==> src/crsf_pkg.sv <==
// Shared constants, command/status structs and the CRC-8 step for the frame receiver.
package crsf_pkg;

   localparam int MAX_FRAME_BYTES = 64;
   localparam int ADDR_W          = $clog2(MAX_FRAME_BYTES);
   localparam int LEN_W           = 6;
   localparam int IDX_W           = 6;
   localparam int CSR_IDX_W       = 3;

   localparam logic [7:0] CRC_POLY = 8'hD5;
   localparam logic [7:0] MIN_LEN  = 8'd2;
   localparam logic [7:0] MAX_LEN  = 8'(MAX_FRAME_BYTES - 2);

   // Register indexes on the CSR port.
   localparam logic [CSR_IDX_W-1:0] CSR_RADIO_ADDR = 3'd0;
   localparam logic [CSR_IDX_W-1:0] CSR_BCAST_ADDR = 3'd1;
   localparam logic [CSR_IDX_W-1:0] CSR_SYNC_BYTE  = 3'd2;
   localparam logic [CSR_IDX_W-1:0] CSR_EXT_START  = 3'd3;
   localparam logic [CSR_IDX_W-1:0] CSR_RADIO_ID   = 3'd4;
   localparam logic [CSR_IDX_W-1:0] CSR_CMD_TYPE   = 3'd5;

   typedef struct packed {
      logic start_cap;
      logic len_cap;
      logic body_wr;
      logic cnt_clr;
      logic cnt_inc;
      logic load_data;
      logic load_err;
   } crsf_cmd_type;

   typedef struct packed {
      logic start_hit;
      logic radio_hit;
      logic len_ok;
      logic body_done;
      logic crc_ok;
      logic drain_last;
      logic err_pending;
   } crsf_status_type;

   // One byte of CRC-8, MSB first.
   function automatic logic [7:0] crc8_update(input logic [7:0] crc, input logic [7:0] data);
      logic [7:0] c;
      c = crc ^ data;
      for (int i = 0; i < 8; i++) begin
         if (c[7]) begin
            c = {c[6:0], 1'b0} ^ CRC_POLY;
         end else begin
            c = {c[6:0], 1'b0};
         end
      end
      return c;
   endfunction

endpackage

==> src/crsf_dp.sv <==
// Datapath: CSR bank, frame buffer memory, byte counter, CRC and output register.
module crsf_dp import crsf_pkg::*; (
   input  logic                 clock,
   input  logic                 reset,
   input  logic [7:0]           rx_byte,
   input  crsf_cmd_type         cmd,
   output crsf_status_type      status,
   input  logic                 csr_wr,
   input  logic [CSR_IDX_W-1:0] csr_index,
   input  logic [7:0]           csr_data,
   output logic [7:0]           frame_byte,
   output logic [IDX_W-1:0]     byte_index,
   output logic [7:0]           start_value,
   output logic [LEN_W-1:0]     frame_length,
   output logic                 is_extended,
   output logic                 crc_error,
   output logic                 last_of_frame
);

   logic [7:0] radio_addr_ff, bcast_addr_ff, sync_byte_ff;
   logic [7:0] ext_start_ff, radio_id_ff, cmd_type_ff;

   logic [7:0]        mem [MAX_FRAME_BYTES];
   logic [7:0]        rd_data_ff;
   logic [ADDR_W-1:0] count_ff, count_in;
   logic [LEN_W-1:0]  len_ff;
   logic [7:0]        start_ff;
   logic [7:0]        type_ff;
   logic [7:0]        crc_ff, crc_in;
   logic              type_ext;

   logic [7:0]       out_byte_ff;
   logic [IDX_W-1:0] out_idx_ff;
   logic             out_ext_ff, out_err_ff, out_last_ff;

   always_ff @(posedge clock) begin
      if (reset) begin
         radio_addr_ff <= 8'd234;
         bcast_addr_ff <= 8'd0;
         sync_byte_ff  <= 8'd200;
         ext_start_ff  <= 8'd40;
         radio_id_ff   <= 8'd58;
         cmd_type_ff   <= 8'd50;
      end else if (csr_wr) begin
         case (csr_index)
            CSR_RADIO_ADDR: radio_addr_ff <= csr_data;
            CSR_BCAST_ADDR: bcast_addr_ff <= csr_data;
            CSR_SYNC_BYTE:  sync_byte_ff  <= csr_data;
            CSR_EXT_START:  ext_start_ff  <= csr_data;
            CSR_RADIO_ID:   radio_id_ff   <= csr_data;
            CSR_CMD_TYPE:   cmd_type_ff   <= csr_data;
            default: ;
         endcase
      end
   end

   assign status.radio_hit   = (rx_byte == radio_addr_ff);
   assign status.start_hit   = status.radio_hit || (rx_byte == bcast_addr_ff) ||
                               (rx_byte == sync_byte_ff);
   assign status.len_ok      = (rx_byte >= MIN_LEN) && (rx_byte <= MAX_LEN);
   assign status.body_done   = (count_ff == ADDR_W'(len_ff - LEN_W'(1)));
   assign status.crc_ok      = (crc_ff == rx_byte);
   assign status.drain_last  = (count_ff == ADDR_W'(len_ff - LEN_W'(2)));
   assign status.err_pending = out_err_ff;

   assign crc_in = crc8_update(crc_ff, rx_byte);

   always_comb begin
      count_in = count_ff;
      if (cmd.cnt_clr) begin
         count_in = '0;
      end else if (cmd.cnt_inc || cmd.body_wr) begin
         count_in = count_ff + ADDR_W'(1);
      end
   end

   always_ff @(posedge clock) begin
      if (reset) begin
         count_ff <= '0;
         len_ff   <= '0;
         crc_ff   <= '0;
      end else begin
         count_ff <= count_in;
         if (cmd.len_cap) begin
            len_ff <= rx_byte[LEN_W-1:0];
            crc_ff <= '0;
         end else if (cmd.body_wr) begin
            crc_ff <= crc_in;
         end
      end
   end

   always_ff @(posedge clock) begin
      if (cmd.body_wr) begin
         mem[count_ff] <= rx_byte;
      end
      rd_data_ff <= mem[count_ff];
   end

   always_ff @(posedge clock) begin
      if (cmd.start_cap) begin
         start_ff <= rx_byte;
      end
      if (cmd.body_wr && (count_ff == '0)) begin
         type_ff <= rx_byte;
      end
   end

   assign type_ext = !((type_ff < ext_start_ff) || (type_ff == radio_id_ff) ||
                       (type_ff == cmd_type_ff));

   always_ff @(posedge clock) begin
      if (cmd.load_data) begin
         out_byte_ff <= rd_data_ff;
         out_idx_ff  <= IDX_W'(count_ff);
         out_ext_ff  <= type_ext;
         out_err_ff  <= 1'b0;
         out_last_ff <= status.drain_last;
      end else if (cmd.load_err) begin
         out_byte_ff <= '0;
         out_idx_ff  <= '0;
         out_ext_ff  <= 1'b0;
         out_err_ff  <= 1'b1;
         out_last_ff <= 1'b1;
      end
   end

   assign frame_byte    = out_byte_ff;
   assign byte_index    = out_idx_ff;
   assign start_value   = start_ff;
   assign frame_length  = len_ff;
   assign is_extended   = out_ext_ff;
   assign crc_error     = out_err_ff;
   assign last_of_frame = out_last_ff;

endmodule

==> src/crsf_ctrl.sv <==
// Controller state machine: frame hunting, collection and result drain sequencing.
module crsf_ctrl import crsf_pkg::*; (
   input  logic            clock,
   input  logic            reset,
   input  logic            req_valid,
   output logic            req_stall,
   output logic            rsp_valid,
   input  logic            rsp_stall,
   input  crsf_status_type status,
   output crsf_cmd_type    cmd
);

   typedef enum logic [2:0] {
      S_HUNT, S_LEN, S_BODY, S_READ, S_LOAD, S_WAIT
   } state_type;

   state_type state_ff, state_in;
   logic      in_take, out_take;

   assign req_stall = !((state_ff == S_HUNT) || (state_ff == S_LEN) || (state_ff == S_BODY));
   assign rsp_valid = (state_ff == S_WAIT);
   assign in_take   = req_valid && !req_stall;
   assign out_take  = rsp_valid && !rsp_stall;

   always_comb begin
      state_in = state_ff;
      cmd      = '0;
      case (state_ff)
         S_HUNT: begin
            if (in_take && status.start_hit) begin
               cmd.start_cap = 1'b1;
               state_in      = S_LEN;
            end
         end
         S_LEN: begin
            if (in_take) begin
               if (status.len_ok) begin
                  cmd.len_cap = 1'b1;
                  cmd.cnt_clr = 1'b1;
                  state_in    = S_BODY;
               end else if (status.radio_hit) begin
                  cmd.start_cap = 1'b1;
               end else begin
                  state_in = S_HUNT;
               end
            end
         end
         S_BODY: begin
            if (in_take) begin
               if (!status.body_done) begin
                  cmd.body_wr = 1'b1;
               end else if (status.crc_ok) begin
                  cmd.cnt_clr = 1'b1;
                  state_in    = S_READ;
               end else begin
                  cmd.load_err = 1'b1;
                  state_in     = S_WAIT;
               end
            end
         end
         S_READ: state_in = S_LOAD;
         S_LOAD: begin
            cmd.load_data = 1'b1;
            state_in      = S_WAIT;
         end
         S_WAIT: begin
            if (out_take) begin
               if (status.drain_last || status.err_pending) begin
                  state_in = S_HUNT;
               end else begin
                  cmd.cnt_inc = 1'b1;
                  state_in    = S_READ;
               end
            end
         end
         default: state_in = S_HUNT;
      endcase
   end

   always_ff @(posedge clock) begin
      if (reset) begin
         state_ff <= S_HUNT;
      end else begin
         state_ff <= state_in;
      end
   end

endmodule

==> src/crsf_frame_receiver.sv <==
// Top level of the CRSF-style frame receiver: deframing, CRC-8 check and result drain.
// Flow: a byte is taken every cycle while a frame is collected. After a good CRC byte the first
// result is offered after a memory read and an output load; a CRC error result is offered in the
// next cycle. Each further result is offered after the previous one is taken, again through a
// memory read and an output load, and the input is held off for the whole drain.
// Reset (synchronous, active high) returns to start-byte hunting and loads register defaults.
module crsf_frame_receiver import crsf_pkg::*; (
   input  logic                 clock,
   input  logic                 reset,
   // Received byte channel. A transaction completes when req_valid is high and req_stall low.
   input  logic                 req_valid,
   output logic                 req_stall,
   input  logic [7:0]           req_rx_byte,
   // Result channel. One transaction per type/payload byte, or one for a CRC failure.
   output logic                 rsp_valid,
   input  logic                 rsp_stall,
   output logic [7:0]           rsp_frame_byte,
   output logic [IDX_W-1:0]     rsp_byte_index,
   output logic [7:0]           rsp_start_value,
   output logic [LEN_W-1:0]     rsp_frame_length,
   output logic                 rsp_is_extended,
   output logic                 rsp_crc_error,
   output logic                 rsp_last_of_frame,
   // Register write channel. Indexes above the last register are ignored.
   input  logic                 csr_valid,
   output logic                 csr_ready,
   input  logic [CSR_IDX_W-1:0] csr_index,
   input  logic [7:0]           csr_data
);

   crsf_cmd_type    cmd;
   crsf_status_type status;

   // The register bank is always able to take a write.
   assign csr_ready = 1'b1;

   // The controller sequences the frame: hunt for a start byte, check the length byte,
   // collect the body while the CRC runs, then either drain the buffer or post an error.
   crsf_ctrl u_ctrl (
      .clock     (clock),
      .reset     (reset),
      .req_valid (req_valid),
      .req_stall (req_stall),
      .rsp_valid (rsp_valid),
      .rsp_stall (rsp_stall),
      .status    (status),
      .cmd       (cmd)
   );

   // The datapath holds the frame buffer, counters, CRC and the registered result.
   crsf_dp u_dp (
      .clock         (clock),
      .reset         (reset),
      .rx_byte       (req_rx_byte),
      .cmd           (cmd),
      .status        (status),
      .csr_wr        (csr_valid && csr_ready),
      .csr_index     (csr_index),
      .csr_data      (csr_data),
      .frame_byte    (rsp_frame_byte),
      .byte_index    (rsp_byte_index),
      .start_value   (rsp_start_value),
      .frame_length  (rsp_frame_length),
      .is_extended   (rsp_is_extended),
      .crc_error     (rsp_crc_error),
      .last_of_frame (rsp_last_of_frame)
   );

endmodule
==> config.mk <==
export PLATFORM = sky130hd
export DESIGN_NAME = crsf_frame_receiver
export DESIGN_NICKNAME = d
export VERILOG_FILES = /design/src/crsf_pkg.sv /design/src/crsf_dp.sv /design/src/crsf_ctrl.sv /design/src/crsf_frame_receiver.sv
export SDC_FILE = /design/constraint.sdc
export NUM_CORES = 1
export LEC_CHECK = 0
export ABC_AREA = 1
export BUFFER_PORTS_ARGS = -buffer_cell sky130_fd_sc_hd__buf_2
export CORE_AREA = 2 2 228 230
export DETAILED_ROUTE_END_ITERATION = 10
export DIE_AREA = 0 0 230 232
export GPL_TIMING_DRIVEN = 1
export PLACE_DENSITY_LB_ADDON = 0.1
export SLEW_MARGIN = 30
export SYNTH_ARGS = -nofsm -noshare
export SYNTH_HDL_FRONTEND = slang
export SYNTH_HIERARCHICAL = 1
export SYNTH_SLANG_ARGS = --single-unit
export TNS_END_PERCENT = 100
==> constraint.sdc <==
create_clock -name clock -period 2.6 [get_ports clock]
set_input_delay 0.13 -clock clock [delete_from_list [all_inputs] [get_ports clock]]
set_output_delay 0.13 -clock clock [all_outputs]
set_load 0.01 [all_outputs]
==> impl_metrics.py, run 1 <==
metrics = {
    "logic_synthesis": {
        "ys_seq_elements": 624,
        "netlist_area_sq_um": 25100,
        "yosysSeqAreaShare": 0.714,
        "yosysTopAreaCell": "edfxtp_1",
        "synth-async-reset-ratio": 0,
        "syn_inst": 2053,
        "yosysTopAreaCellShare": 0.650,
        "yosysWarnings": 6,
        "synth_commonest_cells": "edfxtp_1, nand2_1, nor2_1",
        "synth_cell_types": 45,
        "synth_flop_cell": "edfxtp_1",
        "synth.area.top_cells": "edfxtp_1, nand2_1, dfxtp_1",
        "synth_nets": 2090,
        "synth_edf_count": 544,
        "syn_avg_cell_area_sq_um": 12.2,
        "synth_most_common_cell": "edfxtp_1",
    },
    "pwr": {
        "internal-power_mw": 18.1,
        "pwr-share-clk": 0.395,
        "peakVddDrop_mv": 0.516,
        "sw_frac_of_total": 0.259,
        "power.density_nw_per_um2": 804,
        "power_frac_comb": 0.142,
        "seqPwrFrac": 0.463,
        "switchingPower_mw": 6.31,
        "p_leak_nw": 11.0,
    },
    "global_routing": {
        "grt_max_degree": 65,
        "grt_overflow": 0,
        "antenna_found_initial": 1,
        "first_global_vias": 16758,
        "grt.total_usage": 0.270,
        "grt_pass1_wl_um": 105000,
    },
    "cells_and_area": {
        "largest_reg_flops": 512,
        "final_core_util": 0.597,
        "area_delta_synth_final_pct": 20.8,
        "stdcell_area_sq_um": 30400,
        "drive_above_1_share": 0.198,
        "diodes": 0,
        "fin_nets": 2287,
        "top_register": "u_dp/mem",
    },
    "placed_design": {
        "portBuffers": 56,
        "gp_congestion": 0.898,
        "dpl.hpwl_um": 47000,
        "placed_area_sq_um": 27500,
    },
    "routing": {
        "ant_nets": 0,
        "drt_wl_total_um": 71400,
        "routed_via_density": 5.67,
        "dr.pass1.iters": 6,
        "routedWlPerCell_um": 23.9,
        "drtIter0Drc": 1727,
        "drc": 0,
        "vias": 16911,
    },
    "floorplan": {
        "die_height_um": 232,
        "die_w_um": 230,
        "die-area_sq_um": 53400,
        "rows": 83,
        "pin_count": 58,
        "core_area_sq_um": 50900,
        "start_util": 0.494,
    },
    "outcome": {
        "status": "complete, but fails checks",
        "failed_checks": "setup timing",
    },
    "critical_path": {
        "worstPathArrival_ps": 3010,
        "end_kind": "flop",
        "startpoint_type": "flop",
        "path_max_fanout": 5,
        "path_class": "flop to flop",
        "cp.required_ps": 2920,
    },
    "job": {
        "maxCapViolations": 0,
    },
    "sta": {
        "rsz0062_at_grt": "yes",
        "relSlewSlack": 0.375,
        "tns_ps": -11300,
        "period_share": 1.03,
        "finalMaxSlewViolations": 0,
        "hold_viol": 0,
        "worstMarginPinSlew_ps": 937,
        "worst_slack_ps": -90.2,
        "clock_skew_ps": 22.4,
        "fin_crit_ps": 2690,
        "setup_viol": 368,
        "fmax_ghz": 0.372,
    },
    "hold_path": {
        "hp-class": "primary input to flop",
    },
    "clocking": {
        "path_clk_slew_ps": 60,
        "numCtsBuffers": 67,
        "clockBufferDepth": 3,
        "h-tree-depth": 3,
        "cts_root_buffer": "clkbuf_16",
        "cts_sinks": 624,
        "clkLatencyLatePin_ps": 610,
        "cts_tree": "yes",
    },
}
power groups by stage:
stage / sequential, mW / clock (mW) / combinational [mW]
after global routing: 11.3 / 10.2 / 3.78
after floorplan: 11.5 / 0 / 1.96
after detailed placement: 11.5 / 0 / 3.27
after CTS: 11.3 / 9.78 / 3.39
final: 11.3 / 9.64 / 3.46
after global placement: 11.5 / 0 / 3.24
cell type report:
type / count / area, sq um
clock buffers: 85 / 1820
well taps: 680 / 851
clock inverters: 37 / 412
fillers: 4068 / 20500
repair buffers: 211 / 1900
inverters: 130 / 512
multi-input cells: 1216 / 6920
flip-flops and latches: 624 / 17900
layout by cell type, fill, tap and decap left out, drive strengths merged, types with 2 or more instances in the layout:
master / instances
a22o: 14
a221oi: 42
nor2: 171
nand4: 64
o2111ai: 2
o211ai: 9
dfxtp: 80
clkinvlp: 4
a21oi: 49
buf: 191
clkinv: 28
nand3: 80
o21a: 3
inv: 127
o21ai: 59
o221ai: 2
dlygate4sd3: 19
ha: 13
xor2: 22
a22oi: 62
nor3: 17
xnor2: 25
and3: 8
nand2: 547
clkbuf: 86
nor4: 7
or2: 10
bufinv: 8
o31ai: 3
edfxtp: 544
metrics by stage:
step / setup WS (ps) / cells / total power, mW / hold slack (ps)
2_1_floorplan: -26.4 / 2053 / 13.4 / 229
3_3_place_gp: -232 / 2831 / 14.8 / 449
3_5_place_dp: -335 / 2831 / 14.8 / 457
4_1_cts: -74.4 / 2980 / 24.5 / 2.91
5_1_grt: -217 / 2983 / 25.3 / 27.6
6_report: -90.2 / 2983 / 24.4 / 59.0
per-layer routing:
metal	GRT usage	vias to the layer above	wire (um)
met5	0	-	0
met4	0.102	0	2560
met3	0.0546	143	5370
met2	0.425	737	33300
met1	0.372	8331	30200
li1	-	7700	-
what timing repair did:
action / in CTS / in global routing
endpoints found under the setup margin: 537 / 550
pin swaps: 30 / 25
setup buffers: 8 / 2
resized for setup: 53 / 21
cloned: 1 / 1
hold endpoints to repair: 56 / 1
hold buffers: 18 / 1
worst paths after layout:
kind / cells after the start / end / slack [ps] / start
min: 1 / u_dp/type_ff[1] / 60 / req_rx_byte[1]
max: 15 / u_dp/mem[40][5] / -90 / u_dp/frame_length[1]
min reg2reg: 2 / u_dp/ext_start_ff[2] / 470 / u_dp/ext_start_ff[2]
max reg2reg: 15 / u_dp/mem[40][5] / -90 / u_dp/frame_length[1]
worst max-delay path, cell delays in order (launching register included):
cell and delay [ps]:
dfxtp_2 340, inv_4 60, buf_6 120, ha_4 160, xnor2_2 150, xor2_1 180, nor4_1 80, nor3b_2 170
inv_2 70, nand3_2 100, nor2_4 120, buf_12 140, buf_12 160, clkinvlp_4 150, nor3_4 260, buf_6 150
cell families (layout without fill, tap and decap cells):
| kind of cell | after synthesis | in the layout | synth area share |
|---|---|---|---|
| AND/OR/NAND/NOR | 906 | 906 | 0.155 |
| flip-flops | 624 | 624 | 0.714 |
| AO/OA/AOI/OAI | 249 | 249 | 0.0680 |
| buffers and inverters | 213 | 463 | 0.0403 |
| XOR/XNOR | 47 | 47 | 0.0164 |
| adder cells (fa/ha/maj) | 13 | 13 | 0.00647 |
| other | 1 | 1 | 0.000149 |
Note: power is estimated with default switching activity, not from simulation.
==> run 2: changes to the inputs <==
Settings changed: ABC_AREA 1 to not set, CORE_AREA 2 2 228 230 to 2 2 230 232, DIE_AREA 0 0 230 232 to 0 0 232 234.
==> run 2 against run 1 <==
The flow now finishes without violations. Synthesized area grew 1.7%. Fmax up 3.7%. Sequential cell count unchanged. Clock-buffer cell count fell by 4. Synthesized cell count shrank 18%. Non-clock buffer count grew 84. Final cell count down 10%. Sequential power is 4% lower. Register-to-register slack better by 96 ps. Combinational power decreased by 87%. Hold slack got worse by 6.5 ps. Core utilization rose by 0.99 points. Critical endpoint is now u_dp/rd_data_ff[6].
==> impl_metrics.py, run 2 <==
metrics = {
    "sta": {
        "clock_skew_ps": 14.3,
        "fmax_ghz": 0.386,
        "relSlewSlack": 0.439,
        "finalMaxSlewViolations": 0,
        "hold_viol": 0,
        "setup_viol": 0,
        "period_share": 0.998,
        "worstMarginPinSlew_ps": 841,
        "fin_crit_ps": 2590,
        "tns_ps": 0,
    },
    "logic_synthesis": {
        "synth_edf_count": 544,
        "syn_avg_cell_area_sq_um": 15.2,
        "synth.area.top_cells": "edfxtp_1, dfxtp_1, mux4_2",
        "synth_cell_types": 77,
        "synth_commonest_cells": "edfxtp_1, nor2_1, nand2_1",
        "syn_inst": 1678,
        "ys_seq_elements": 624,
        "yosysTopAreaCellShare": 0.640,
        "synth-async-reset-ratio": 0,
        "synth_flop_cell": "edfxtp_1",
        "yosysSeqAreaShare": 0.702,
        "netlist_area_sq_um": 25500,
        "synth_nets": 1715,
        "yosysWarnings": 6,
        "yosysTopAreaCell": "edfxtp_1",
        "synth_most_common_cell": "edfxtp_1",
    },
    "floorplan": {
        "die_w_um": 232,
        "core_area_sq_um": 52000,
        "die-area_sq_um": 54300,
        "start_util": 0.491,
        "die_height_um": 234,
        "pin_count": 58,
        "rows": 84,
    },
    "cells_and_area": {
        "diodes": 0,
        "mostFrequentLayoutCells": "edfxtp_1, buf_4, nand2_1, mux2i_1",
        "drive_above_1_share": 0.292,
        "area_delta_synth_final_pct": 23.5,
        "fillCellCount": 3898,
        "mostFrequentLayoutCell": "edfxtp_1",
        "top_register": "u_dp/mem",
        "fin_nets": 1973,
        "largest_reg_flops": 512,
    },
    "outcome": {
        "status": "finished, final reports clean",
    },
    "global_routing": {
        "grt_pass1_wl_um": 108000,
        "antenna_found_initial": 2,
        "grt_max_degree": 63,
        "grt.total_usage": 0.278,
        "grt_overflow": 0,
        "first_global_vias": 15763,
    },
    "critical_path": {
        "critPathTopFamily": "compound AO/OA/AOI/OAI gates",
        "path_class": "flop to flop",
        "crit_slowest_cell": "or4b_1",
        "end_kind": "flop",
        "path_common_cell": "buf_4",
        "max_stage_delay_ps": 460,
        "path_max_fanout": 9,
        "cp_cell_sequence": "buf_12, buf_4, nor2b_1, buf_4, buf_4, a221oi_1, a21oi_1, o21ai_0, or4b_1",
        "worst-path-buf-inv": 4,
        "startpoint_type": "flop",
        "cp.required_ps": 3080,
        "worstPathArrival_ps": 3070,
    },
    "routing": {
        "ant_nets": 0,
        "dr.pass1.iters": 5,
        "drtIter0Drc": 1571,
        "routed_via_density": 5.90,
        "drt_wl_total_um": 74400,
        "vias": 15795,
        "drc": 0,
        "routedWlPerCell_um": 27.8,
    },
    "pwr": {
        "peakVddDrop_mv": 0.562,
        "p_total_mw": 20.8,
        "p_leak_nw": 10.5,
        "power.density_nw_per_um2": 659,
    },
    "clocking": {
        "clockBufferDepth": 3,
        "cts_sinks": 624,
        "clkLatencyLatePin_ps": 600,
        "h-tree-depth": 3,
        "numCtsBuffers": 68,
        "cts_root_buffer": "clkbuf_16",
        "path_clk_slew_ps": 60,
        "cts_tree": "yes",
    },
    "placed_design": {
        "dpl.hpwl_um": 49600,
        "gp_congestion": 0.920,
        "portBuffers": 56,
    },
    "hold_path": {
        "hp-class": "primary input to flop",
    },
    "job": {
        "maxCapViolations": 0,
    },
}
run 2: final timing paths:
kind                         from                   end  slack, ps  cells past startpoint
max              u_dp/count_ff[2]    u_dp/rd_data_ff[6]          6                      9
max reg2reg      u_dp/count_ff[2]    u_dp/rd_data_ff[6]          6                      9
min                     req_valid    u_ctrl/state_ff[0]         50                      5
min reg2reg  u_dp/ext_start_ff[0]  u_dp/ext_start_ff[0]        460                      2
run 2: cells by family after synthesis:
kind of cell	synth area share
AOI/OAI and AO/OA	0.0721
xor gates and xnor gates	0.0275
adders and majority gates	0.00637
buffers and inverters	0.0252
DFF	0.702
muxes	0.0926
other	0.000147
and+or+nand+nor	0.0739
run 2: worst min-delay path, stage by stage:
cell      delay, ps
buf_2           130
a21oi_1         130
o21bai_1         70
nand4b_1         90
a21oi_1          60
run 2: cell type report:
type / instances / area (sq um) / area share
Tap cell: 688 / 861 / 0.0273
Inverter: 15 / 56.3 / 0.00178
Clock inverter: 42 / 303 / 0.00960
Timing Repair Buffer: 295 / 2850 / 0.0903
Clock buffer: 81 / 1870 / 0.0592
Sequential cell: 624 / 17900 / 0.569
Multi-Input combinational cell: 932 / 7660 / 0.243
run 2: stage by stage:
| stage | instances | util | instance area [sq um] | hold WS [ps] | setup slack, ps |
|---|---|---|---|---|---|
| 2_1_floorplan | 1678 | - | 26200 | 192 | -89.0 |
| 3_3_place_gp | 2514 | 0.550 | 28600 | 446 | -127 |
| 3_5_place_dp | 2514 | 0.550 | 28600 | 451 | -183 |
| 4_1_cts | 2652 | 0.595 | 31000 | 19.0 | -40.1 |
| 5_1_grt | 2677 | 0.606 | 31500 | 94.8 | -8.48 |
| 6_report | 2677 | 0.606 | 31500 | 52.5 | 6.25 |
run 2: power breakdown:
| part | leakage [nW] | switching [mW] | internal [mW] | total (mW) |
|---|---|---|---|---|
| Sequential | 5.57 | 0.0125 | 10.9 | 10.9 |
| Combinational | 3.86 | 0.333 | 0.132 | 0.465 |
| Clock | 1.06 | 3.90 | 5.51 | 9.41 |
run 2: layer usage:
metal	track usage	share of wire
met2	0.445	0.47
met3	0.0599	0.082
met4	0.108	0.034
met1	0.376	0.41
met5	0	0.00015
run 2: what timing repair did:
item / in CTS / in global routing
pin swaps: 2 / 30
resized for setup: 7 / 24
endpoints found under the setup margin: 73 / 549
hold buffers: 11 / 0
endpoints found under the hold margin: 56 / 0
buffers inserted: 4 / 27
==> run 3: changes to the inputs <==
Settings changed: CTS_BUF_LIST set to sky130_fd_sc_hd__clkbuf_4 sky130_fd_sc_hd__clkbuf_8 sky130_fd_sc_hd__clkbuf_16, SLEW_MARGIN 30 to 20.
==> run 3 against run 2 <==
First-iteration DRC count grew 1.8%. Die area is the same. Cell area is essentially flat. Clock-buffer cell count is the same. Core utilization grew 0.051 points. Highest routed layer unchanged.
==> impl_metrics.py, run 3 (synthesis gave the netlist of run 2 again) <==
metrics = {
    "outcome": {
        "status": "finished, final reports clean",
    },
    "critical_path": {
        "path_max_fanout": 9,
        "worstPathArrival_ps": 3070,
        "cp.required_ps": 3080,
        "r2r_cells": 9,
        "r2r_end": "u_dp/rd_data_ff[6]",
        "reg2reg_slack_ps": 5,
        "crit_start": "u_dp/count_ff[2]",
        "setup.worst_path.end": "u_dp/rd_data_ff[6]",
        "reg2reg_from": "u_dp/count_ff[2]",
        "end_kind": "flop",
        "startpoint_type": "flop",
        "path_class": "flop to flop",
    },
    "job": {
        "maxCapViolations": 0,
    },
    "clocking": {
        "clkLatencyLatePin_ps": 600,
        "cts_tree": "yes",
        "h-tree-depth": 3,
        "path_clk_slew_ps": 60,
        "clockBufferDepth": 3,
        "numCtsBuffers": 68,
        "cts_sinks": 624,
        "cts_root_buffer": "clkbuf_16",
    },
    "cells_and_area": {
        "fin_nets": 1973,
        "stdcell_count": 2677,
        "largest_reg_flops": 512,
        "area_delta_synth_final_pct": 23.6,
        "drive_above_1_share": 0.296,
        "diodes": 0,
        "top_register": "u_dp/mem",
        "mostFrequentLayoutCells": "edfxtp_1, buf_4, nand2_1, mux2i_1",
        "mostFrequentLayoutCell": "edfxtp_1",
        "final_core_util": 0.607,
    },
    "global_routing": {
        "grt_pass1_wl_um": 108000,
        "grt.total_usage": 0.278,
        "first_global_vias": 15762,
        "grt_overflow": 0,
        "antenna_found_initial": 2,
        "grt_max_degree": 63,
    },
    "floorplan": {
        "die_w_um": 232,
        "pin_count": 58,
        "start_util": 0.491,
        "rows": 84,
        "die_height_um": 234,
        "core_area_sq_um": 52000,
        "die-area_sq_um": 54300,
    },
    "placed_design": {
        "place_inst": 2514,
        "gp_congestion": 0.920,
        "portBuffers": 56,
        "pre_cts_ws_ps": -183,
        "dpl.hpwl_um": 49600,
    },
    "sta": {
        "finalMaxSlewViolations": 0,
        "relSlewSlack": 0.418,
        "fmax_ghz": 0.385,
        "clock_skew_ps": 14.6,
        "period_share": 0.998,
        "worst_slack_ps": 4.97,
        "hold_viol": 0,
        "fin_crit_ps": 2600,
        "worstMarginPinSlew_ps": 873,
        "hold_ws_ps": 53.1,
        "setup_viol": 0,
    },
    "pwr": {
        "power.density_nw_per_um2": 660,
        "p_total_mw": 20.8,
        "p_leak_nw": 10.5,
        "peakVddDrop_mv": 0.561,
    },
    "routing": {
        "drtIter0Drc": 1599,
        "ant_nets": 0,
        "vias": 15824,
        "dr.pass1.iters": 5,
        "drt_wl_total_um": 74400,
        "routed_via_density": 5.91,
        "routedWlPerCell_um": 27.8,
        "drc": 0,
    },
    "hold_path": {
        "hp-class": "primary input to flop",
    },
}
-- run 3: report_power, final --
| group | internal, mW | total (mW) | leakage [nW] | switching (mW) |
|---|---|---|---|---|
| combinational | 0.132 | 0.467 | 3.86 | 0.335 |
| sequential | 10.9 | 10.9 | 5.57 | 0.0125 |
| clock | 5.59 | 9.48 | 1.08 | 3.90 |
-- run 3: stage by stage --
step,TNS [ps],area [sq um]
4_1_cts,-53.4,31000
3_3_place_gp,-5690,28600
6_report,0,31600
5_1_grt,-60.6,31600
2_1_floorplan,-18920,26200
3_5_place_dp,-639,28600
-- run 3: area by class of cell --
| type | count | area, sq um |
|---|---|---|
| Fill cell | 3900 | 20500 |
| Inverter | 15 | 56.3 |
| Multi-Input combinational cell | 932 | 7660 |
| Sequential cell | 624 | 17900 |
| Tap cell | 688 | 861 |
| Timing Repair Buffer | 295 | 2850 |
| Clock inverter | 42 | 303 |
| Clock buffer | 81 | 1890 |
-- run 3: routing by layer --
metal | track usage | up-vias | part of all wire
li1 | - | 6947 | -
met1 | 0.376 | 8019 | 0.41
met2 | 0.445 | 712 | 0.47
met3 | 0.0599 | 144 | 0.082
met4 | 0.108 | 2 | 0.034
met5 | 0 | - | 0.00015
-- run 3: worst max-delay path, stage by stage (launching register included) --
cell	delay [ps]
dfxtp_4	380
buf_12	160
buf_4	170
nor2b_1	180
buf_4	160
buf_4	190
a221oi_1	350
a21oi_1	70
o21ai_0	350
or4b_1	460
-- run 3: what timing repair did --
action	4_1_cts	5_1_grt
hold endpoints to repair	56	0
resized for setup	7	24
setup buffers	4	27
setup endpoints to repair	66	549
hold buffers	11	0
pin swaps	2	30
-- run 3: how the worst min path moves through the flow --
stage	from	slack, ps	cells past startpoint	to
after detailed placement	u_dp/ext_start_ff[0]	450	2	u_dp/ext_start_ff[0]
after global placement	u_dp/ext_start_ff[4]	450	2	u_dp/ext_start_ff[4]
after global routing	req_rx_byte[5]	90	2	u_dp/mem[5][5]
final	req_valid	50	5	u_ctrl/state_ff[0]
after floorplan	reset	190	1	u_ctrl/state_ff[2]
after CTS	req_valid	20	5	u_ctrl/state_ff[0]
